`src/rtl/lps_pkg.sv`:
```
`default_nettype none
// ----------------------------------------------------------------------------
// lps_pkg
// Shared types, codes and helpers of the LED pattern priority sequencer.
// ----------------------------------------------------------------------------
package lps_pkg;

    localparam int NUM_LEVELS = 3;
    localparam int LEVEL_W    = 2;
    localparam int LVL_IDX_W  = (NUM_LEVELS > 1) ? $clog2(NUM_LEVELS) : 1;
    localparam int COLOR_W    = 2;
    localparam int PATTERN_W  = 4;
    localparam int CFG_W      = 8;
    localparam int CFG_IDX_W  = 2;

    localparam logic [LEVEL_W-1:0] NO_LEVEL      = 2'd3;
    localparam logic [2:0]         SLOW_DIV      = 3'd5;
    localparam logic [2:0]         SIX_MINUS_ONE = 3'd5;
    localparam logic [7:0]         SAT_MAX       = 8'hff;

    localparam logic [CFG_W-1:0] PULSE_PERIOD_RST = 8'd100;
    localparam logic [CFG_W-1:0] PULSE_WIDTH_RST  = 8'd2;
    localparam logic [CFG_W-1:0] ON_HOLD_RST      = 8'd30;
    localparam logic [CFG_W-1:0] OFF_HOLD_RST     = 8'd10;

    typedef enum logic [CFG_IDX_W-1:0] {
        CFG_PULSE_PERIOD = 2'd0,
        CFG_PULSE_WIDTH  = 2'd1,
        CFG_ON_HOLD      = 2'd2,
        CFG_OFF_HOLD     = 2'd3
    } cfg_idx_t;

    localparam logic [PATTERN_W-1:0] PAT_IDLE      = 4'd0;
    localparam logic [PATTERN_W-1:0] PAT_ON        = 4'd1;
    localparam logic [PATTERN_W-1:0] PAT_OFF       = 4'd2;
    localparam logic [PATTERN_W-1:0] PAT_PULSE     = 4'd3;
    localparam logic [PATTERN_W-1:0] PAT_BLINK     = 4'd4;
    localparam logic [PATTERN_W-1:0] PAT_TOGGLE6   = 4'd5;
    localparam logic [PATTERN_W-1:0] PAT_TOGGLE    = 4'd6;
    localparam logic [PATTERN_W-1:0] PAT_SLOW      = 4'd7;
    localparam logic [PATTERN_W-1:0] PAT_ON_TIMED  = 4'd8;
    localparam logic [PATTERN_W-1:0] PAT_SLOW6     = 4'd9;
    localparam logic [PATTERN_W-1:0] PAT_OFF_TIMED = 4'd10;

    localparam logic REQ_TICK = 1'b0;
    localparam logic REQ_SET  = 1'b1;

    typedef struct packed {
        logic                 req_type;
        logic [LEVEL_W-1:0]   level;
        logic [COLOR_W-1:0]   color;
        logic [PATTERN_W-1:0] pattern;
    } item_t;

    typedef struct packed {
        logic [COLOR_W-1:0] drive_color;
        logic               led_on;
        logic [LEVEL_W-1:0] active_level;
    } result_t;

    typedef struct packed {
        logic [CFG_W-1:0] pulse_period_ticks;
        logic [CFG_W-1:0] pulse_width_ticks;
        logic [CFG_W-1:0] on_hold_ticks;
        logic [CFG_W-1:0] off_hold_ticks;
    } cfg_t;

    // x mod 5 == 0 via reciprocal: floor(x/5) = (x*205) >> 10 for x < 1024
    function automatic logic mod5_is_zero(input logic [7:0] x);
        logic [15:0] prod;
        logic [7:0]  quot;
        logic [7:0]  back;
        prod = x * 16'd205;
        quot = 8'(prod >> 10);
        back = 8'(quot * 8'd5);
        return (back == x);
    endfunction

endpackage
`default_nettype wire

```
`src/rtl/lps_if.sv`:
```
`default_nettype none
// ----------------------------------------------------------------------------
// lps_if
// Valid/ready channels for request items and LED results.
// ----------------------------------------------------------------------------
interface lps_item_if;
    logic                           valid;
    logic                           ready;
    logic                           req_type;
    logic [lps_pkg::LEVEL_W-1:0]    level;
    logic [lps_pkg::COLOR_W-1:0]    color;
    logic [lps_pkg::PATTERN_W-1:0]  pattern;

    modport source (output valid, output req_type, output level, output color,
                    output pattern, input ready);
    modport sink   (input valid, input req_type, input level, input color,
                    input pattern, output ready);
endinterface

interface lps_result_if;
    logic                         valid;
    logic                         ready;
    logic [lps_pkg::COLOR_W-1:0]  drive_color;
    logic                         led_on;
    logic [lps_pkg::LEVEL_W-1:0]  active_level;

    modport source (output valid, output drive_color, output led_on,
                    output active_level, input ready);
    modport sink   (input valid, input drive_color, input led_on,
                    input active_level, output ready);
endinterface
`default_nettype wire

```
`src/rtl/lps_cfg_regs.sv`:
```
`default_nettype none
// ----------------------------------------------------------------------------
// lps_cfg_regs
// Timing registers written through the plain configuration port.
// ----------------------------------------------------------------------------
module lps_cfg_regs
(
    input  wire logic                             clk,
    input  wire logic                             rst_n,
    input  wire logic                             cfg_we,
    input  wire logic [lps_pkg::CFG_IDX_W-1:0]    cfg_index,
    input  wire logic [lps_pkg::CFG_W-1:0]        cfg_data,
    output lps_pkg::cfg_t                         cfg
);

    lps_pkg::cfg_t cfg_reg;

    always_ff @(posedge clk or negedge rst_n)
    begin
        if (!rst_n)
        begin
            cfg_reg.pulse_period_ticks <= lps_pkg::PULSE_PERIOD_RST;
            cfg_reg.pulse_width_ticks  <= lps_pkg::PULSE_WIDTH_RST;
            cfg_reg.on_hold_ticks      <= lps_pkg::ON_HOLD_RST;
            cfg_reg.off_hold_ticks     <= lps_pkg::OFF_HOLD_RST;
        end
        else if (cfg_we)
        begin
            unique case (lps_pkg::cfg_idx_t'(cfg_index))
                lps_pkg::CFG_PULSE_PERIOD: cfg_reg.pulse_period_ticks <= cfg_data;
                lps_pkg::CFG_PULSE_WIDTH:  cfg_reg.pulse_width_ticks  <= cfg_data;
                lps_pkg::CFG_ON_HOLD:      cfg_reg.on_hold_ticks      <= cfg_data;
                lps_pkg::CFG_OFF_HOLD:     cfg_reg.off_hold_ticks     <= cfg_data;
                default: ;
            endcase
        end
    end

    assign cfg = cfg_reg;

endmodule
`default_nettype wire

```
`src/rtl/lps_engine.sv`:
```
`default_nettype none
// ----------------------------------------------------------------------------
// lps_engine
// Level table, pattern state and the combinational per-item step logic.
// ----------------------------------------------------------------------------
module lps_engine
(
    input  wire logic            clk,
    input  wire logic            rst_n,
    input  wire logic            step,
    input  wire lps_pkg::item_t  item,
    input  wire lps_pkg::cfg_t   cfg,
    output lps_pkg::result_t     result
);

    logic [lps_pkg::COLOR_W-1:0]   lvl_color_reg   [lps_pkg::NUM_LEVELS];
    logic [lps_pkg::COLOR_W-1:0]   lvl_color_next  [lps_pkg::NUM_LEVELS];
    logic [lps_pkg::PATTERN_W-1:0] lvl_pat_reg     [lps_pkg::NUM_LEVELS];
    logic [lps_pkg::PATTERN_W-1:0] lvl_pat_next    [lps_pkg::NUM_LEVELS];

    logic [lps_pkg::COLOR_W-1:0] cur_color_reg, cur_color_next;
    logic                        cur_on_reg, cur_on_next;
    logic [2:0]                  slow_div_reg, slow_div_next;
    logic [7:0]                  phase_reg, phase_next;
    logic [7:0]                  poc_reg, poc_next;
    logic [1:0]                  blink_reg, blink_next;
    logic [lps_pkg::COLOR_W-1:0] saved_color_reg, saved_color_next;
    logic                        saved_on_reg, saved_on_next;
    logic [2:0]                  tog_cnt_reg, tog_cnt_next;
    logic [2:0]                  slow_tog_reg, slow_tog_next;
    logic [7:0]                  hold_reg, hold_next;

    logic [lps_pkg::LEVEL_W-1:0]   act;
    logic [lps_pkg::LVL_IDX_W-1:0] sel;
    logic [lps_pkg::COLOR_W-1:0]   c;
    logic [3:0]                    sd_sum;
    logic [8:0]                    ph_sum;
    logic [7:0]                    poc;
    logic [1:0]                    bs;

    always_comb
    begin
        lvl_color_next   = lvl_color_reg;
        lvl_pat_next     = lvl_pat_reg;
        cur_color_next   = cur_color_reg;
        cur_on_next      = cur_on_reg;
        slow_div_next    = slow_div_reg;
        phase_next       = phase_reg;
        poc_next         = poc_reg;
        blink_next       = blink_reg;
        saved_color_next = saved_color_reg;
        saved_on_next    = saved_on_reg;
        tog_cnt_next     = tog_cnt_reg;
        slow_tog_next    = slow_tog_reg;
        hold_next        = hold_reg;
        sd_sum           = {1'b0, slow_div_reg} + 4'd1;
        ph_sum           = {1'b0, phase_reg} + 9'd1;
        poc              = poc_reg;
        bs               = blink_reg;
        act              = lps_pkg::NO_LEVEL;

        if (item.req_type == lps_pkg::REQ_SET)
        begin
            if (int'(item.level) < lps_pkg::NUM_LEVELS)
            begin
                lvl_color_next[lps_pkg::LVL_IDX_W'(item.level)] = item.color;
                lvl_pat_next[lps_pkg::LVL_IDX_W'(item.level)]   = item.pattern;
            end
        end
        else
        begin
            slow_div_next = (sd_sum >= {1'b0, lps_pkg::SLOW_DIV}) ? 3'd0 : sd_sum[2:0];
        end

        for (int i = lps_pkg::NUM_LEVELS - 1; i >= 0; i--)
        begin
            if (lvl_pat_next[i] != lps_pkg::PAT_IDLE)
            begin
                act = lps_pkg::LEVEL_W'(i);
            end
        end

        sel = lps_pkg::LVL_IDX_W'(act);
        c   = lvl_color_reg[sel];

        if (item.req_type == lps_pkg::REQ_TICK && act != lps_pkg::NO_LEVEL)
        begin
            case (lvl_pat_reg[sel])
                lps_pkg::PAT_ON:
                begin
                    cur_color_next = c;
                    cur_on_next    = 1'b1;
                end
                lps_pkg::PAT_OFF:
                begin
                    cur_color_next = c;
                    cur_on_next    = 1'b0;
                end
                lps_pkg::PAT_PULSE:
                begin
                    if (phase_reg == 8'd0)
                    begin
                        cur_color_next = c;
                        cur_on_next    = 1'b1;
                        poc            = 8'd0;
                    end
                    else if (poc_reg == cfg.pulse_width_ticks)
                    begin
                        cur_color_next = c;
                        cur_on_next    = 1'b0;
                    end
                    if (poc != lps_pkg::SAT_MAX)
                    begin
                        poc = poc + 8'd1;
                    end
                    poc_next   = poc;
                    phase_next = (ph_sum >= {1'b0, cfg.pulse_period_ticks}) ?
                                 8'd0 : ph_sum[7:0];
                end
                lps_pkg::PAT_BLINK:
                begin
                    case (blink_reg)
                        2'd0:
                        begin
                            saved_color_next = cur_color_reg;
                            saved_on_next    = cur_on_reg;
                            cur_color_next   = c;
                            cur_on_next      = ~cur_on_reg;
                            if (!cur_on_reg)
                            begin
                                bs = 2'd1;
                            end
                        end
                        2'd1:
                        begin
                            cur_color_next = c;
                            cur_on_next    = 1'b1;
                        end
                        2'd2:
                        begin
                            cur_color_next = c;
                            cur_on_next    = 1'b0;
                        end
                        default:
                        begin
                            cur_color_next     = saved_color_reg;
                            cur_on_next        = saved_on_reg;
                            bs                 = 2'd0;
                            lvl_color_next[sel] = '0;
                            lvl_pat_next[sel]   = lps_pkg::PAT_IDLE;
                        end
                    endcase
                    blink_next = bs + 2'd1;
                end
                lps_pkg::PAT_TOGGLE6:
                begin
                    cur_color_next = c;
                    cur_on_next    = ~cur_on_reg;
                    if (tog_cnt_reg == lps_pkg::SIX_MINUS_ONE)
                    begin
                        tog_cnt_next        = 3'd0;
                        lvl_color_next[sel] = '0;
                        lvl_pat_next[sel]   = lps_pkg::PAT_IDLE;
                    end
                    else
                    begin
                        tog_cnt_next = tog_cnt_reg + 3'd1;
                    end
                end
                lps_pkg::PAT_TOGGLE:
                begin
                    cur_color_next = c;
                    cur_on_next    = ~cur_on_reg;
                end
                lps_pkg::PAT_SLOW:
                begin
                    if (slow_div_next == 3'd0)
                    begin
                        cur_color_next = c;
                        cur_on_next    = ~cur_on_reg;
                    end
                end
                lps_pkg::PAT_ON_TIMED:
                begin
                    if (hold_reg == 8'd0)
                    begin
                        cur_color_next = c;
                        cur_on_next    = 1'b1;
                        hold_next      = hold_reg + 8'd1;
                    end
                    else if (hold_reg == cfg.on_hold_ticks)
                    begin
                        cur_color_next      = c;
                        cur_on_next         = 1'b0;
                        hold_next           = 8'd0;
                        lvl_color_next[sel] = '0;
                        lvl_pat_next[sel]   = lps_pkg::PAT_IDLE;
                    end
                    else
                    begin
                        hold_next = hold_reg + 8'd1;
                    end
                end
                lps_pkg::PAT_SLOW6:
                begin
                    hold_next = hold_reg + 8'd1;
                    if (lps_pkg::mod5_is_zero(hold_reg))
                    begin
                        cur_color_next = c;
                        cur_on_next    = ~cur_on_reg;
                        if (slow_tog_reg == lps_pkg::SIX_MINUS_ONE)
                        begin
                            slow_tog_next       = 3'd0;
                            hold_next           = 8'd0;
                            lvl_color_next[sel] = '0;
                            lvl_pat_next[sel]   = lps_pkg::PAT_IDLE;
                        end
                        else
                        begin
                            slow_tog_next = slow_tog_reg + 3'd1;
                        end
                    end
                end
                lps_pkg::PAT_OFF_TIMED:
                begin
                    if (hold_reg == 8'd0)
                    begin
                        cur_color_next = c;
                        cur_on_next    = 1'b0;
                        hold_next      = hold_reg + 8'd1;
                    end
                    else if (hold_reg == cfg.off_hold_ticks)
                    begin
                        hold_next           = 8'd0;
                        lvl_color_next[sel] = '0;
                        lvl_pat_next[sel]   = lps_pkg::PAT_IDLE;
                    end
                    else
                    begin
                        hold_next = hold_reg + 8'd1;
                    end
                end
                default: ;
            endcase
        end
    end

    always_ff @(posedge clk or negedge rst_n)
    begin
        if (!rst_n)
        begin
            for (int i = 0; i < lps_pkg::NUM_LEVELS; i++)
            begin
                lvl_color_reg[i] <= '0;
                lvl_pat_reg[i]   <= lps_pkg::PAT_IDLE;
            end
            cur_color_reg   <= '0;
            cur_on_reg      <= 1'b0;
            slow_div_reg    <= 3'd0;
            phase_reg       <= 8'd0;
            poc_reg         <= 8'd0;
            blink_reg       <= 2'd0;
            saved_color_reg <= '0;
            saved_on_reg    <= 1'b0;
            tog_cnt_reg     <= 3'd0;
            slow_tog_reg    <= 3'd0;
            hold_reg        <= 8'd0;
        end
        else if (step)
        begin
            lvl_color_reg   <= lvl_color_next;
            lvl_pat_reg     <= lvl_pat_next;
            cur_color_reg   <= cur_color_next;
            cur_on_reg      <= cur_on_next;
            slow_div_reg    <= slow_div_next;
            phase_reg       <= phase_next;
            poc_reg         <= poc_next;
            blink_reg       <= blink_next;
            saved_color_reg <= saved_color_next;
            saved_on_reg    <= saved_on_next;
            tog_cnt_reg     <= tog_cnt_next;
            slow_tog_reg    <= slow_tog_next;
            hold_reg        <= hold_next;
        end
    end

    assign result.drive_color  = cur_color_next;
    assign result.led_on       = cur_on_next;
    assign result.active_level = act;

    // divider and toggle counters stay within their cycle
    a_slow_div_range: assert property (@(posedge clk) disable iff (!rst_n)
        slow_div_reg < lps_pkg::SLOW_DIV)
        else $error("slow divider out of range");

    a_tog_range: assert property (@(posedge clk) disable iff (!rst_n)
        tog_cnt_reg <= lps_pkg::SIX_MINUS_ONE && slow_tog_reg <= lps_pkg::SIX_MINUS_ONE)
        else $error("toggle counter out of range");

    // set requests leave the tick divider and LED alone
    a_set_keeps_div: assert property (@(posedge clk) disable iff (!rst_n)
        step && item.req_type == lps_pkg::REQ_SET
        |=> $stable(slow_div_reg) && $stable(cur_color_reg) && $stable(cur_on_reg))
        else $error("set request changed tick state");

    // no step, no state change
    a_idle_hold: assert property (@(posedge clk) disable iff (!rst_n)
        !step |=> $stable(hold_reg) && $stable(phase_reg) && $stable(blink_reg))
        else $error("pattern state moved without a step");

endmodule
`default_nettype wire

```
`src/rtl/led_pattern_priority_sequencer.sv`:
```
`default_nettype none
// ----------------------------------------------------------------------------
// led_pattern_priority_sequencer
// Three-level priority LED pattern sequencer with timed and one-shot patterns.
// ----------------------------------------------------------------------------
// The step logic updates all state; item goes via input reg, then result reg.
// Throughput: one item per cycle unless the result stage stalls on result.ready.
// Reset: rst_n async low; all levels idle, LED dark, timing regs at defaults.
// No clearing pass; items are taken from the first cycle after reset.
module led_pattern_priority_sequencer
(
    input  wire logic                           clk,
    input  wire logic                           rst_n,
    lps_item_if.sink                            item,
    lps_result_if.source                        result,
    input  wire logic                           cfg_we,
    input  wire logic [lps_pkg::CFG_IDX_W-1:0]  cfg_index,
    input  wire logic [lps_pkg::CFG_W-1:0]      cfg_data
);

    logic              in_valid_reg;
    lps_pkg::item_t    in_item_reg;
    logic              out_valid_reg;
    lps_pkg::result_t  out_data_reg;
    logic              advance;
    logic              item_xfer;
    lps_pkg::cfg_t     cfg;
    lps_pkg::result_t  step_result;

    assign advance   = in_valid_reg && (!out_valid_reg || result.ready);
    assign item.ready = !in_valid_reg || advance;
    assign item_xfer = item.valid && item.ready;

    lps_cfg_regs u_cfg
    (
        .clk       (clk),
        .rst_n     (rst_n),
        .cfg_we    (cfg_we),
        .cfg_index (cfg_index),
        .cfg_data  (cfg_data),
        .cfg       (cfg)
    );

    lps_engine u_engine
    (
        .clk    (clk),
        .rst_n  (rst_n),
        .step   (advance),
        .item   (in_item_reg),
        .cfg    (cfg),
        .result (step_result)
    );

    always_ff @(posedge clk or negedge rst_n)
    begin
        if (!rst_n)
        begin
            in_valid_reg  <= 1'b0;
            out_valid_reg <= 1'b0;
        end
        else
        begin
            if (item_xfer)
            begin
                in_valid_reg <= 1'b1;
            end
            else if (advance)
            begin
                in_valid_reg <= 1'b0;
            end
            if (advance)
            begin
                out_valid_reg <= 1'b1;
            end
            else if (result.ready)
            begin
                out_valid_reg <= 1'b0;
            end
        end
    end

    always_ff @(posedge clk)
    begin
        if (item_xfer)
        begin
            in_item_reg.req_type <= item.req_type;
            in_item_reg.level    <= item.level;
            in_item_reg.color    <= item.color;
            in_item_reg.pattern  <= item.pattern;
        end
        if (advance)
        begin
            out_data_reg <= step_result;
        end
    end

    assign result.valid        = out_valid_reg;
    assign result.drive_color  = out_data_reg.drive_color;
    assign result.led_on       = out_data_reg.led_on;
    assign result.active_level = out_data_reg.active_level;

endmodule
`default_nettype wire
```
`src/flat_wrapper.sv`:
```
// flat-port wrapper written by rule: the top's interface ports become plain ports
module led_pattern_priority_sequencer_flat 
  (clk, rst_n, cfg_we, cfg_index, cfg_data, item_valid, item_req_type, item_level, item_color, item_pattern, item_ready, result_valid, result_drive_color, result_led_on, result_active_level, result_ready);
  lps_item_if item_i ();
  lps_result_if result_i ();
  input  wire logic clk;
  input  wire logic rst_n;
  input  wire logic cfg_we;
  input  wire logic [lps_pkg::CFG_IDX_W-1:0] cfg_index;
  input  wire logic [lps_pkg::CFG_W-1:0] cfg_data;
  input wire logic [$bits(item_i.valid)-1:0] item_valid;
  input wire logic [$bits(item_i.req_type)-1:0] item_req_type;
  input wire logic [$bits(item_i.level)-1:0] item_level;
  input wire logic [$bits(item_i.color)-1:0] item_color;
  input wire logic [$bits(item_i.pattern)-1:0] item_pattern;
  output wire logic [$bits(item_i.ready)-1:0] item_ready;
  output wire logic [$bits(result_i.valid)-1:0] result_valid;
  output wire logic [$bits(result_i.drive_color)-1:0] result_drive_color;
  output wire logic [$bits(result_i.led_on)-1:0] result_led_on;
  output wire logic [$bits(result_i.active_level)-1:0] result_active_level;
  input wire logic [$bits(result_i.ready)-1:0] result_ready;
  assign item_i.valid = item_valid;
  assign item_i.req_type = item_req_type;
  assign item_i.level = item_level;
  assign item_i.color = item_color;
  assign item_i.pattern = item_pattern;
  assign item_ready = item_i.ready;
  assign result_valid = result_i.valid;
  assign result_drive_color = result_i.drive_color;
  assign result_led_on = result_i.led_on;
  assign result_active_level = result_i.active_level;
  assign result_i.ready = result_ready;
  led_pattern_priority_sequencer u_core (.clk(clk), .rst_n(rst_n), .item(item_i), .result(result_i), .cfg_we(cfg_we), .cfg_index(cfg_index), .cfg_data(cfg_data));
endmodule
```
`config.mk`:
```
export PLATFORM = sky130hd
export DESIGN_NAME = led_pattern_priority_sequencer_flat
export DESIGN_NICKNAME = d
export VERILOG_FILES = /design/src/rtl/lps_pkg.sv /design/src/rtl/lps_if.sv /design/src/rtl/lps_cfg_regs.sv /design/src/rtl/lps_engine.sv /design/src/rtl/led_pattern_priority_sequencer.sv /design/src/flat_wrapper.sv
export SDC_FILE = /design/constraint.sdc
export NUM_CORES = 1
export LEC_CHECK = 0
export ABC_AREA = 1
export BUFFER_PORTS_ARGS = -buffer_cell sky130_fd_sc_hd__buf_4
export CORE_ASPECT_RATIO = 1.1
export CORE_MARGIN = 8
export CORE_UTILIZATION = 60
export DETAILED_ROUTE_END_ITERATION = 10
export PLACE_DENSITY_LB_ADDON = 0.12
export SYNTH_ARGS = -nofsm -noshare
export SYNTH_HDL_FRONTEND = slang
export SYNTH_HIERARCHICAL = 1
export SYNTH_SLANG_ARGS = --single-unit
export TNS_END_PERCENT = 30
```
`constraint.sdc`:
```
create_clock -name clk -period 11.1 [get_ports clk]
set_input_delay 0 -clock clk [delete_from_list [all_inputs] [get_ports clk]]
set_output_delay 0 -clock clk [all_outputs]
set_load 0.02 [all_outputs]
```
# Word-level counts from Yosys, hierarchy flattened
# Cells that the tools add are included.
# W data, S select, Z words.
op_classes:
  order_cmp: 7
  n_mux: 87
  bitwise_logic: 8
  eq_ne: 23
  mul: 2
  add_sub_neg: 7
  reduce_logical: 34
ops:
  columns: ["cell", "count"]
  rows:
  - ["$mux W12", 11]
  - ["$mux W8", 11]
  - ["$mux W6", 11]
  - ["$pmux W12 S5", 1]
  - ["$mux W2", 18]
  - ["$eq A8 B8 Y1", 4]
  - ["$pmux W6 S5", 1]
  - ["$pmux W8 S3", 1]
  - ["$add A8 B1 Y8 const B", 2]
  - ["$demux W4 S2", 2]
  - ["$eq A4 B3 Y1 const B", 4]
  - ["$logic_not A8 Y1", 2]
  - ["$mul A8 B8 Y16 const B", 1]
  - ["$mux W4", 4]
  - ["$pmux W2 S7", 1]
  - ["$mux W1", 13]
  - ["$and A12 B12 Y12", 1]
  - ["$bwmux W12", 1]
  - ["$eq A4 B4 Y1 const B", 3]
  - ["$mux W3", 4]
  - ["$not A12 Y12", 1]
  - ["$reduce_and A3 Y1", 4]
  - ["$reduce_bool A4 Y1", 3]
  - ["$add A8 B1 Y9 const B", 1]
  - ["other kinds (39)", 63]
word_totals:
  word_cells: 198
  input_bits: 24
  out_inout_bits: 7
  reg_bits: 107

# Longest topological paths before layout
# Gate-level depths: netlist of the first run.
logic_depth:
  word_depth: 23
  depth_mapped: 38
  mapped_depth_nobuf: 38

# Hierarchy
# Netlist of the first run, hierarchy kept.
modules_own_cells:
  columns: ["module", "instances", "cells_per_inst", "area_per_inst_um2", "seq_area_each_um2"]
  rows:
  - ["lps_engine", 1, 965, 6463.7, 1476.4]
  - ["lps_cfg_regs", 1, 143, 1448.9, 813.3]
  - ["led_pattern_priority_sequencer", 1, 26, 515.5, 470.5]

# Worst setup path before layout of the first run
# No wires, ideal clock.
synth_path:
  path_kind: "reg2reg"
  startpoint: "reg u_core.u_engine.hold_reg[0]"
  endpoint: "reg u_core/u_engine/lvl_pat_reg[8] (netlist bit)"
  synth_period_minus_slack_ps: 5775
  arrival_time_ps: 5642
  t_required_ps: 10967
  path_slack_ps: 5325
  setup_time_ps: 133
  path_buffers: 1
  path_stages_with_launch: 34
  path_cell_list: "dfrtp_1 clkbuf_1 inv_1 ha_1 ha_1 inv_1 fa_1 inv_1 fa_1 ha_1 nand2_1 nor2_1 inv_1 nor2_1 nand2_1 nand2_1 nand2_1 nand2_1 xor2_1 ha_1 ha_1 inv_1 fa_1 xor2_1 nand4_1 nor2_1 nand3_1 nor2_1 nand2_1 nor2_1 a21o_1 nand3_1 nand3_1 o21ai_0"
synth_between:
  elab_chain_cells: 6
  word_cells_on_any_way: 13
  classes_between: "mul: 2; eq/ne: 3; mux: 7; reduce/logical: 1"
synth_rtl:
  columns: ["element", "line_no", "text"]
  rows:
  - ["start: declaration", "lps_engine.sv:31", "logic [7:0] hold_reg, hold_next;"]
  - ["start signal: assignment", "lps_engine.sv:283", "hold_reg <= hold_next;"]
  - ["$mul A8 B8 Y16", "lps_pkg.sv:73", "prod = x * 16'd205;"]
  - ["$mul A6 B3 Y8", "lps_pkg.sv:75", "back = 8'(quot * 8'd5);"]
  - ["$eq A8 B8 Y1", "lps_pkg.sv:76", "return (back == x);"]
  - ["$mux W12", "lps_engine.sv:207", "if (lps_pkg::mod5_is_zero(hold_reg))"]
  - ["$pmux W12 S5 *", "lps_engine.sv:88", "case (lvl_pat_reg[sel])"]
  - ["$mux W12 *", "lps_engine.sv:86", "if (item.req_type == lps_pkg::REQ_TICK && act != lps_pkg::NO_LEVEL)"]
  - ["end signal: indexed assignment", "lps_engine.sv:255", "lvl_pat_reg[i] <= lps_pkg::PAT_IDLE;"]
  - ["end signal: assignment", "lps_engine.sv:272", "lvl_pat_reg <= lvl_pat_next;"]
  - ["end: declaration", "lps_engine.sv:18", "logic [lps_pkg::PATTERN_W-1:0] lvl_pat_reg [lps_pkg::NUM_LEVELS];"]
# Mark *: on every way between the ends. The rest lies on a longest branch, timed or not.
# A chain may end at the register's enable or synchronous reset.

# Worst setup path after layout of the first run
layout_path:
  startpoint: "reg u_core.u_engine.hold_reg[0]"
  endpoint: "reg u_core/u_engine/lvl_pat_reg[2] (netlist bit)"
# Same word-level chain as after synthesis.

==> summary.md, run 1 <==
| Metric | Value |
|---|---|
| Multi-input logic area | 4876 um2 |
| Setup_tns | 0 ns |
| Slew Limit Fails | 0 |
| Final Cycle Share | 0.5902 |
| Vias in the first global route | 7170 |
| Shortest period the worst path allows | 6.551 ns |
| Port buffer count | 30 |
| Critical Path RT | 11.33 ns |
| Post-Place Setup Slack | 4.629 ns |
| Number of nets in the layout | 1278 |
| Area growth from synthesis to layout | 10.01% |
| Area of the die | 18100 um2 |
| Fillcell total | 1207 |
| First-pass GRT wire length | 33.67 mm |
| I/O pin count | 31 |
| Status | complete, no violations |
| CP Capture Type | flip-flop |
| Initial antenna violation count | 0 |
| Synth Register Bits | 107 |
| Reg area | 2760 um2 |
| Routability congestion estimate | 0.9751 |
| Fin Hold WS | approximately 0.0060 ns |
| Slew HR | 0.4418 |
| Max reg flops | 32 |
| Htree depth | 3 |
| Post-synth EDFFs | 14 |
| Post-Syn Area | approximately 8400 um2 |
| Prevailing post-synth register cell | dfrtp_1 |
| DRC viols | 0 |
| Most frequent cells after synthesis | nand2_1, inv_1, dfrtp_1, nand3_1, nor2_1 |
| Worst hold path class | primary input to flip-flop |
| Final Core Density | 0.6721 |
| First-pass DRT Iterations | 5 |
| Count leader, synth | nand2_1 |
| GRT Util Overall | 0.2277 |
| Post-DP HPWL | 15.02 mm |
| CTS max path bufs | 2 |
| CP Max Fanout | 10 |
| Final antenna-violating net count | 0 |
| Top cell type's share of synthesized area | 0.2464 |
| RSZ-0062 raised after global routing | false |
| Worst slew pin tran | 0.8286 ns |
| CORE AREA | between 10000 and 15000 um2 |
| Reg2Reg Depth | 32 |
| Max-Cap Viols | 0 |
| Clk_lat worst skew | 0.36 ns |
| Via Count | 7432 |
| Synth area leaders | dfrtp_1, nand2_1, ha_1, inv_1, edfxtp_1 |
| Achievable Freq | 152.7 MHz |
| Die span in y | 140.3 um |
| Worst EP arrival | 6.78 ns |
| Ant diodes | 0 |
| Avg Synthesized Cell Area | 7.432 um2 |
| CP max-delay cell | dfrtp_1 |
| Setup Viol. Count Final | 0 |
| Reg clk slew, reported paths | approximately 0.080 ns |
| Wire length per cell | 14.47 um |
| Synthesized instance count | approximately 1100 |
| GRT overflow | 0 |
| Syn_nets | 1236 |
| WHS Path Cells | 3 |
| Setup crit start kind | flip-flop |
| Synthesis Warnings | 6 |
| Layout cells sized above 1 | 0.09992 |
| Largest net degree at the start of global routing | between 50 and 60 |
| Post-synthesis sequential area ratio | 0.3275 |
| Clock Skews | around 0.014 ns |
| Placement row count | 45 |
| Clock Root Buffer | clkbuf_16 |
| TritonCTS Buffers | 9 |
| Dominant cell type by area after synthesis | dfrtp_1 |
| Final setup margin | 4.549 ns |
| Vias per cell | 5.429 |
| Synth cell types | 48 |
| CTS tree | yes |
| DRT iter0 DRCs | 630 |
| Critical path type | flip-flop to flip-flop |
| Die width | 129.0 um |
| Worst path most repeated cell | nand2_1 |
| Initial Util | 0.6110 |
| Max incr delay on CP | 0.61 ns |
| Sink Count | 107 |
| Hold Fails Final Rpt | 0 |
| Post-synth ARST share | 0.8692 |
| DRT Wirelength | 19.81 mm |
-- final cells by class --
class,instances,share of cell area
Tap cell,188,0.02537
Clock buffer,9,0.02429
Clock inverter,7,0.01053
Sequential cell,107,0.2977
Timing Repair Buffer,54,0.04966
Inverter,157,0.06653
Multi-Input combinational cell,847,0.5259
-- cell usage in the layout, fill, tap and decap left out, drive strengths merged, types with 10 or more instances in the layout --
cell type    count
nand2          369
dlygate4sd3     22
nor3            13
dfrtp           83
nand4           51
edfxtp          14
o21ai           64
xnor2           21
ha              68
dfstp           10
fa              10
nor2            85
buf             32
xor2            24
nand3           89
inv            159
a21oi           21
-- worst max-delay path, delay by kind of cell (launching register included) --
kind	cells	cell delay, ns
AOI/OAI and AO/OA	2	0.37
DFF	1	0.61
adders and majority gates	8	2.88
xor gates and xnor gates	2	0.36
buffers and inverters	5	0.45
and+or+nand+nor	15	1.73
-- routing by layer --
layer | global-route usage | vias up | wire length, um
met5 | 0 | - | 0
met4 | 0.08854 | 0 | 542
met3 | 0.03113 | 44 | 911
met2 | 0.3762 | 224 | 9592
met1 | 0.2941 | 3404 | 8765
li1 | - | 3760 | -
-- cells by family (layout without fill, tap and decap cells) --
family,after synthesis,in the layout,synth area share
compound gates,107,107,0.07438
flops,107,107,0.3275
fa+ha+maj,78,78,0.1247
simple gates,617,617,0.3322
xor+xnor,45,45,0.04676
buf+inv,180,227,0.09442
-- worst paths after layout --
| kind | startpoint | endpoint | slack (ns) |
|---|---|---|---|
| max | u_core/u_engine/hold_reg[0] | u_core/u_engine/lvl_pat_reg[2] | 4.55 |
| min | cfg_index[1] | u_core/u_cfg/cfg[11] | 0.006 |
| max reg2reg | u_core/u_engine/hold_reg[0] | u_core/u_engine/lvl_pat_reg[2] | 4.55 |
| min reg2reg | u_core/u_cfg/cfg[30] | u_core/u_cfg/cfg[30] | 0.47 |
| max in group asynchronous | rst_n | u_core/u_engine/poc_reg[7] | 9.87 |
| min in group asynchronous | rst_n | u_core/u_engine/slow_div_reg[0] | 0.17 |
-- per-stage QoR --
| stage | cells | instance area [um2] |
|---|---|---|
| 2_1_floorplan | 1134 | 8428 |
| 3_3_place_gp | 1331 | 8728 |
| 3_5_place_dp | 1331 | 8728 |
| 4_1_cts | 1369 | 9271 |
| 5_1_grt | 1369 | 9271 |
| 6_report | 1369 | 9271 |
-- what timing repair did --
item	CTS	global route
buffers inserted	0	0
hold buffers	22	0
endpoints found under the hold margin	77	0
gates resized for setup	0	0
Power of run 1 is not shown: default switching activity piles up to over one toggle a cycle in this logic, so the estimate is an artifact.
==> run 2: changes to the inputs <==
Settings changed: CORE_UTILIZATION 60 to 57.
Clock period 11.1 ns to 6 ns, I/O delays scaled along.
==> run 2 against run 1 <==
  * Worst hold slack gained 0.015 ns
  * Sequential cell count did not move
  * Fmax is 14% higher
  * Clock skew down 0.00078 ns
  * Critical path type unchanged
  * Largest cell class unchanged
  * Cell count increased by 3.2%
  * First-iteration DRC count fell by 3.3%
  * Design area grew 6.0%
==> summary.md, run 2 (same netlist as run 1, synthesis figures left out) <==
| Metric | Value |
|---|---|
| Vias per cell | 5.369 |
| Clk_lat worst skew | around 0.35 ns |
| I/O pin count | 31 |
| Worst EP arrival | around 6 ns |
| Vias in the first global route | 7158 |
| Via Count | 7586 |
| TritonCTS Buffers | 9 |
| Clock Root Buffer | clkbuf_16 |
| Wire length per cell | around 14 um |
| Area of the die | 18940 um2 |
| GRT overflow | 0 |
| Largest net degree at the start of global routing | between 60 and 70 |
| Layout cells sized above 1 | 0.1672 |
| Slew Limit Fails | 0 |
| CTS max path bufs | 2 |
| Final antenna-violating net count | 0 |
| Max reg flops | 32 |
| CP Max Fanout | 4 |
| Max-Cap Viols | 0 |
| First-pass DRT Iterations | 5 |
| Hold Fails Final Rpt | 0 |
| Placement row count | 46 |
| Post-DP HPWL | 15.14 mm |
| Htree depth | 3 |
| DRC viols | 0 |
| Fillcell total | 1239 |
| Area growth from synthesis to layout | 16.61% |
| CORE AREA | 14450 um2 |
| Setup Viol. Count Final | 0 |
| Number of nets in the layout | 1317 |
| Most common cell after layout, fill and taps aside | nand2_1 |
| Setup crit start kind | flip-flop |
| RSZ-0062 raised after global routing | true |
| Sink Count | 107 |
| Setup_tns | 0 ns |
| DRT iter0 DRCs | between 600 and 700 |
| Critical Path RT | 6.29 ns |
| Port buffer count | 30 |
| CP max-delay cell | fa_1 |
| Worst hold path class | primary input to flip-flop |
| CTS tree | yes |
| First-pass GRT wire length | 33.25 mm |
| Commonest non-fill, non-tap cells in the layout | nand2_1, inv_1, dfrtp_1, nand3_1, buf_4 |
| Reg clk slew, reported paths | approximately 0.080 ns |
| Clock Skews | between 0.01 and 0.015 ns |
| Status | complete, no violations |
| Die span in y | 143.5 um |
| Initial Util | 0.5834 |
| Shortest period the worst path allows | between 5 and 6 ns |
| Slew HR | 0.4491 |
| Final Cycle Share | 0.9536 |
| Final Cell Area | just under 10000 um2 |
| Routability congestion estimate | around 0.95 |
| Final Core Density | 0.6803 |
| DRT Wirelength | 20.23 mm |
| Initial antenna violation count | 0 |
| CP Capture Type | flip-flop |
| Worst path most repeated cell | nand2_1 |
| Die width | 131.9 um |
| Worst slew pin tran | approximately 0.83 ns |
| Achievable Freq | 174.8 MHz |
| Post-Place Cell Area | 8974 um2 |
| Critical path type | flip-flop to flip-flop |
| Max incr delay on CP | 0.52 ns |
| GRT Util Overall | 0.2123 |
-- run 2: cell count changes in the layout (fill, tap and decap cells not counted), moves of 4 or more --
cell,delta
nor2_1,-4
nand2_1,-10
inv_1,-8
inv_2,+7
buf_4,+35
ha_1,-15
ha_4,+12
nand2_2,+8
-- run 2: area by class of cell --
type	count	area (um2)	area share
Multi-Input combinational cell	847	5159	0.5249
Timing Repair Buffer	93	767.0	0.07804
Sequential cell	107	2764	0.2812
Clock buffer	10	229.0	0.02330
Tap cell	192	240.2	0.02444
Inverter	157	619.3	0.06302
Antenna cell	1	2.502	0.0002546
Clock inverter	6	47.55	0.004838
-- run 2: worst max-delay path: cells and delay by family (launching register included) --
family,cells,cell delay (ns)
flops,1,0.45
fa+ha+maj,8,2.54
compound gates,2,0.41
buf+inv,6,0.36
simple gates,19,1.38
xor+xnor,3,0.53
-- run 2: final timing paths --
check | from | end | slack (ns) | cells past startpoint
worst max-delay path | u_core/u_engine/hold_reg[1] | u_core/u_engine/cur_color_reg[0] | 0.28 | 38
worst max register to register | u_core/u_engine/hold_reg[1] | u_core/u_engine/cur_color_reg[0] | 0.28 | 38
worst min-delay path | cfg_index[1] | u_core/u_cfg/cfg[9] | 0.02 | 3
worst min register to register | u_core/u_cfg/cfg[26] | u_core/u_cfg/cfg[26] | 0.47 | 2
max in group asynchronous | rst_n | u_core/u_engine/hold_reg[1] | 4.67 | 3
min in group asynchronous | rst_n | u_core/u_engine/cur_on_reg | 0.11 | 2
-- run 2: metal layers --
layer / share of wire / vias up / track usage
met4: 0.018 / 0 / 0.07139
li1: - / 3834 / -
met3: 0.038 / 27 / 0.02619
met1: 0.46 / 3554 / 0.2677
met5: 0 / - / 0
met2: 0.49 / 171 / 0.3703
-- run 2: metrics by stage --
step	setup slack, ns	cells	hold WS, ns
final	0.2783	1413	0.02094
after global routing	-0.07464	1412	0.04246
after CTS	0.02226	1406	0.008825
after detailed placement	-0.1566	1367	-0.04053
after global placement	0.009774	1367	-0.05223
after floorplan	0.2252	1134	-0.2956
-- run 2: repair_timing --
action	in CTS	in global routing
endpoints found under the setup margin	35	35
setup buffers	0	6
resized for setup	8	54
pin swaps	2	31
hold buffers	23	0
endpoints found under the hold margin	70	0
Power of run 2 is left out for the same reason.
==> run 3: changes to the inputs <==
Settings changed: CORE_ASPECT_RATIO 1.1 to unset.
==> run 3 against run 2 <==
  * Sequential cell count unchanged
  * Cell count down 0.50%
  * Worst setup slack better by 0.027 ns
  * Critical path type unchanged
  * Via count down 0.86%
  * Clock skew down 0.0019 ns
  * Register-to-register slack better by 0.03 ns
  * Sequential share of layout area up 0.075 points
  * Fmax up 0.48%
  * Largest cell class unchanged
  * Worst hold slack better by 0.0028 ns
==> summary.md, run 3 (same netlist as run 1, synthesis figures left out) <==
| Metric | Value |
|---|---|
| Status | complete, no violations |
| Max-Cap Viols | 0 |
| Port buffer count | 30 |
| CTS tree | yes |
| Post-DP HPWL | 15.07 mm |
| Max reg flops | 32 |
| DRT iter0 DRCs | 514 |
| Wire length per cell | 14.49 um |
| Capturing point of the worst reg2reg path | u_core/u_engine/lvl_pat_reg[3] |
| Reg clk slew, reported paths | 0.08 ns |
| RSZ-0062 raised after global routing | true |
| Critical Path RT | 6.23 ns |
| Slew Limit Fails | 0 |
| Hold endpoint | u_core/u_cfg/cfg[17] |
| Setup crit start kind | flip-flop |
| GRT overflow | 0 |
| First-pass GRT wire length | ~33 mm |
| Max incr delay on CP | 0.54 ns |
| Final antenna-violating net count | 0 |
| CP Max Fanout | 6 |
| CTS max path bufs | 2 |
| CP max-delay cell | fa_1 |
| Layout cells sized above 1 | 0.1645 |
| Routability congestion estimate | 0.9124 |
| Initial Util | 0.5821 |
| Clock Skews | around 0.011 ns |
| Die span in y | around 140 um |
| Reg2Reg Depth | 33 |
| Htree depth | 3 |
| Worst slew pin tran | between 1 and 1.5 ns |
| DRT Wirelength | 20.38 mm |
| Commonest non-fill, non-tap cells in the layout | nand2_1, inv_1, dfrtp_1, nand3_1, buf_4 |
| Area of the die | 18930 um2 |
| DRC viols | 0 |
| First-pass DRT Iterations | 6 |
| Via Count | 7521 |
| Largest net degree at the start of global routing | 77 |
| Worst EP arrival | 5.93 ns |
| Slew HR | 0.2901 |
| Worst reg2reg path startpoint | u_core/u_engine/hold_reg[2] |
| Initial antenna violation count | 0 |
| Setup_tns | 0 ns |
| I/O pin count | 31 |
| Die width | 137.6 um |
| TritonCTS Buffers | 9 |
| Sink Count | 107 |
| Number of nets in the layout | 1319 |
| Min-Delay Startpoint | cfg_index[0] |
| Clock Root Buffer | clkbuf_16 |
| GRT Util Overall | 0.2180 |
| Achievable Freq | between 150 and 200 MHz |
| Final Cycle Share | 0.9490 |
| Shortest period the worst path allows | 5.694 ns |
| WHS Path Cells | 3 |
| Worst hold path class | primary input to flip-flop |
| Setup Viol. Count Final | 0 |
| CORE AREA | 14480 um2 |
| Hold Fails Final Rpt | 0 |
| Area growth from synthesis to layout | 16.30% |
| Vias per cell | around 5.3 |
| Ant diodes | 0 |
| CP Capture Type | flip-flop |
| Clk_lat worst skew | 0.36 ns |
| R2R Setup Slk | 0.31 ns |
| Most common cell after layout, fill and taps aside | nand2_1 |
| Placement row count | 44 |
| Vias in the first global route | 7107 |
| Worst path most repeated cell | nand2_1 |
| Critical path type | flip-flop to flip-flop |
[run 3: cell count changes in the layout (fill, tap and decap cells not counted), sizes merged]
| cell | delta |
|---|---|
| inv | +1 |
| clkinvlp | -1 |
| diode | -1 |
| buf | +2 |
[run 3: how the worst max path moves through the flow]
stage | startpoint | end | slack [ns]
2_1_floorplan | u_core/u_engine/hold_reg[0] | u_core/u_engine/lvl_pat_reg[8] | 0.23
3_3_place_gp | u_core/u_engine/hold_reg[1] | u_core/u_engine/lvl_pat_reg[8] | 0.10
3_5_place_dp | u_core/u_engine/hold_reg[1] | u_core/u_engine/lvl_pat_reg[10] | -0.09
4_1_cts | u_core/u_engine/hold_reg[1] | u_core/u_engine/lvl_pat_reg[10] | 0.002
5_1_grt | u_core/u_engine/hold_reg[3] | u_core/u_engine/slow_tog_reg[1] | -0.1
6_report | u_core/u_engine/hold_reg[2] | u_core/u_engine/lvl_pat_reg[3] | 0.31
[run 3: what timing repair did]
action | CTS | global route
gates resized for setup | 5 | 46
hold endpoints to repair | 60 | 0
buffers inserted | 1 | 5
hold buffers | 23 | 0
setup endpoints to repair | 26 | 35
pin swaps | 1 | 23
[run 3: layer usage]
| layer | up-vias | wire length [um] | share of wire | global-route usage |
|---|---|---|---|---|
| met4 | 0 | 392 | 0.019 | 0.05552 |
| met3 | 35 | 1106 | 0.054 | 0.04413 |
| li1 | 3837 | - | - | - |
| met1 | 3461 | 9367 | 0.46 | 0.2946 |
| met5 | - | 0 | 0 | 0 |
| met2 | 188 | 9511 | 0.47 | 0.3488 |
[run 3: per-stage QoR]
step | hold WS (ns) | util | area (um2) | worst slack (ns) | instances
2_1_floorplan | -0.2956 | - | 8428 | 0.2252 | 1134
3_3_place_gp | -0.1105 | 0.6210 | 8991 | 0.1007 | 1361
3_5_place_dp | -0.1095 | 0.6210 | 8991 | -0.09133 | 1361
4_1_cts | 0.0008250 | 0.6581 | 9529 | 0.001811 | 1401
5_1_grt | 0.01732 | 0.6770 | 9802 | -0.09974 | 1406
6_report | 0.02370 | 0.6770 | 9802 | 0.3058 | 1406
[run 3: area by class of cell]
type	instances	area, um2
clock buffers	10	229.0
clock inverters	6	46.29
fillers	1190	4677
inverters	157	616.8
multi-input cells	847	5129
flip-flops and latches	107	2764
well taps	184	230.2
repair buffers	95	787.0
[run 3: worst max-delay path: cells and delay by family (launching register included)]
kind            cells  cell delay (ns)
compound gates      2             0.24
xor+xnor            2             0.27
fa+ha+maj           8             2.85
buf+inv             6             0.49
flops               1             0.44
simple gates       15             1.26
Power of run 3 is left out for the same reason.
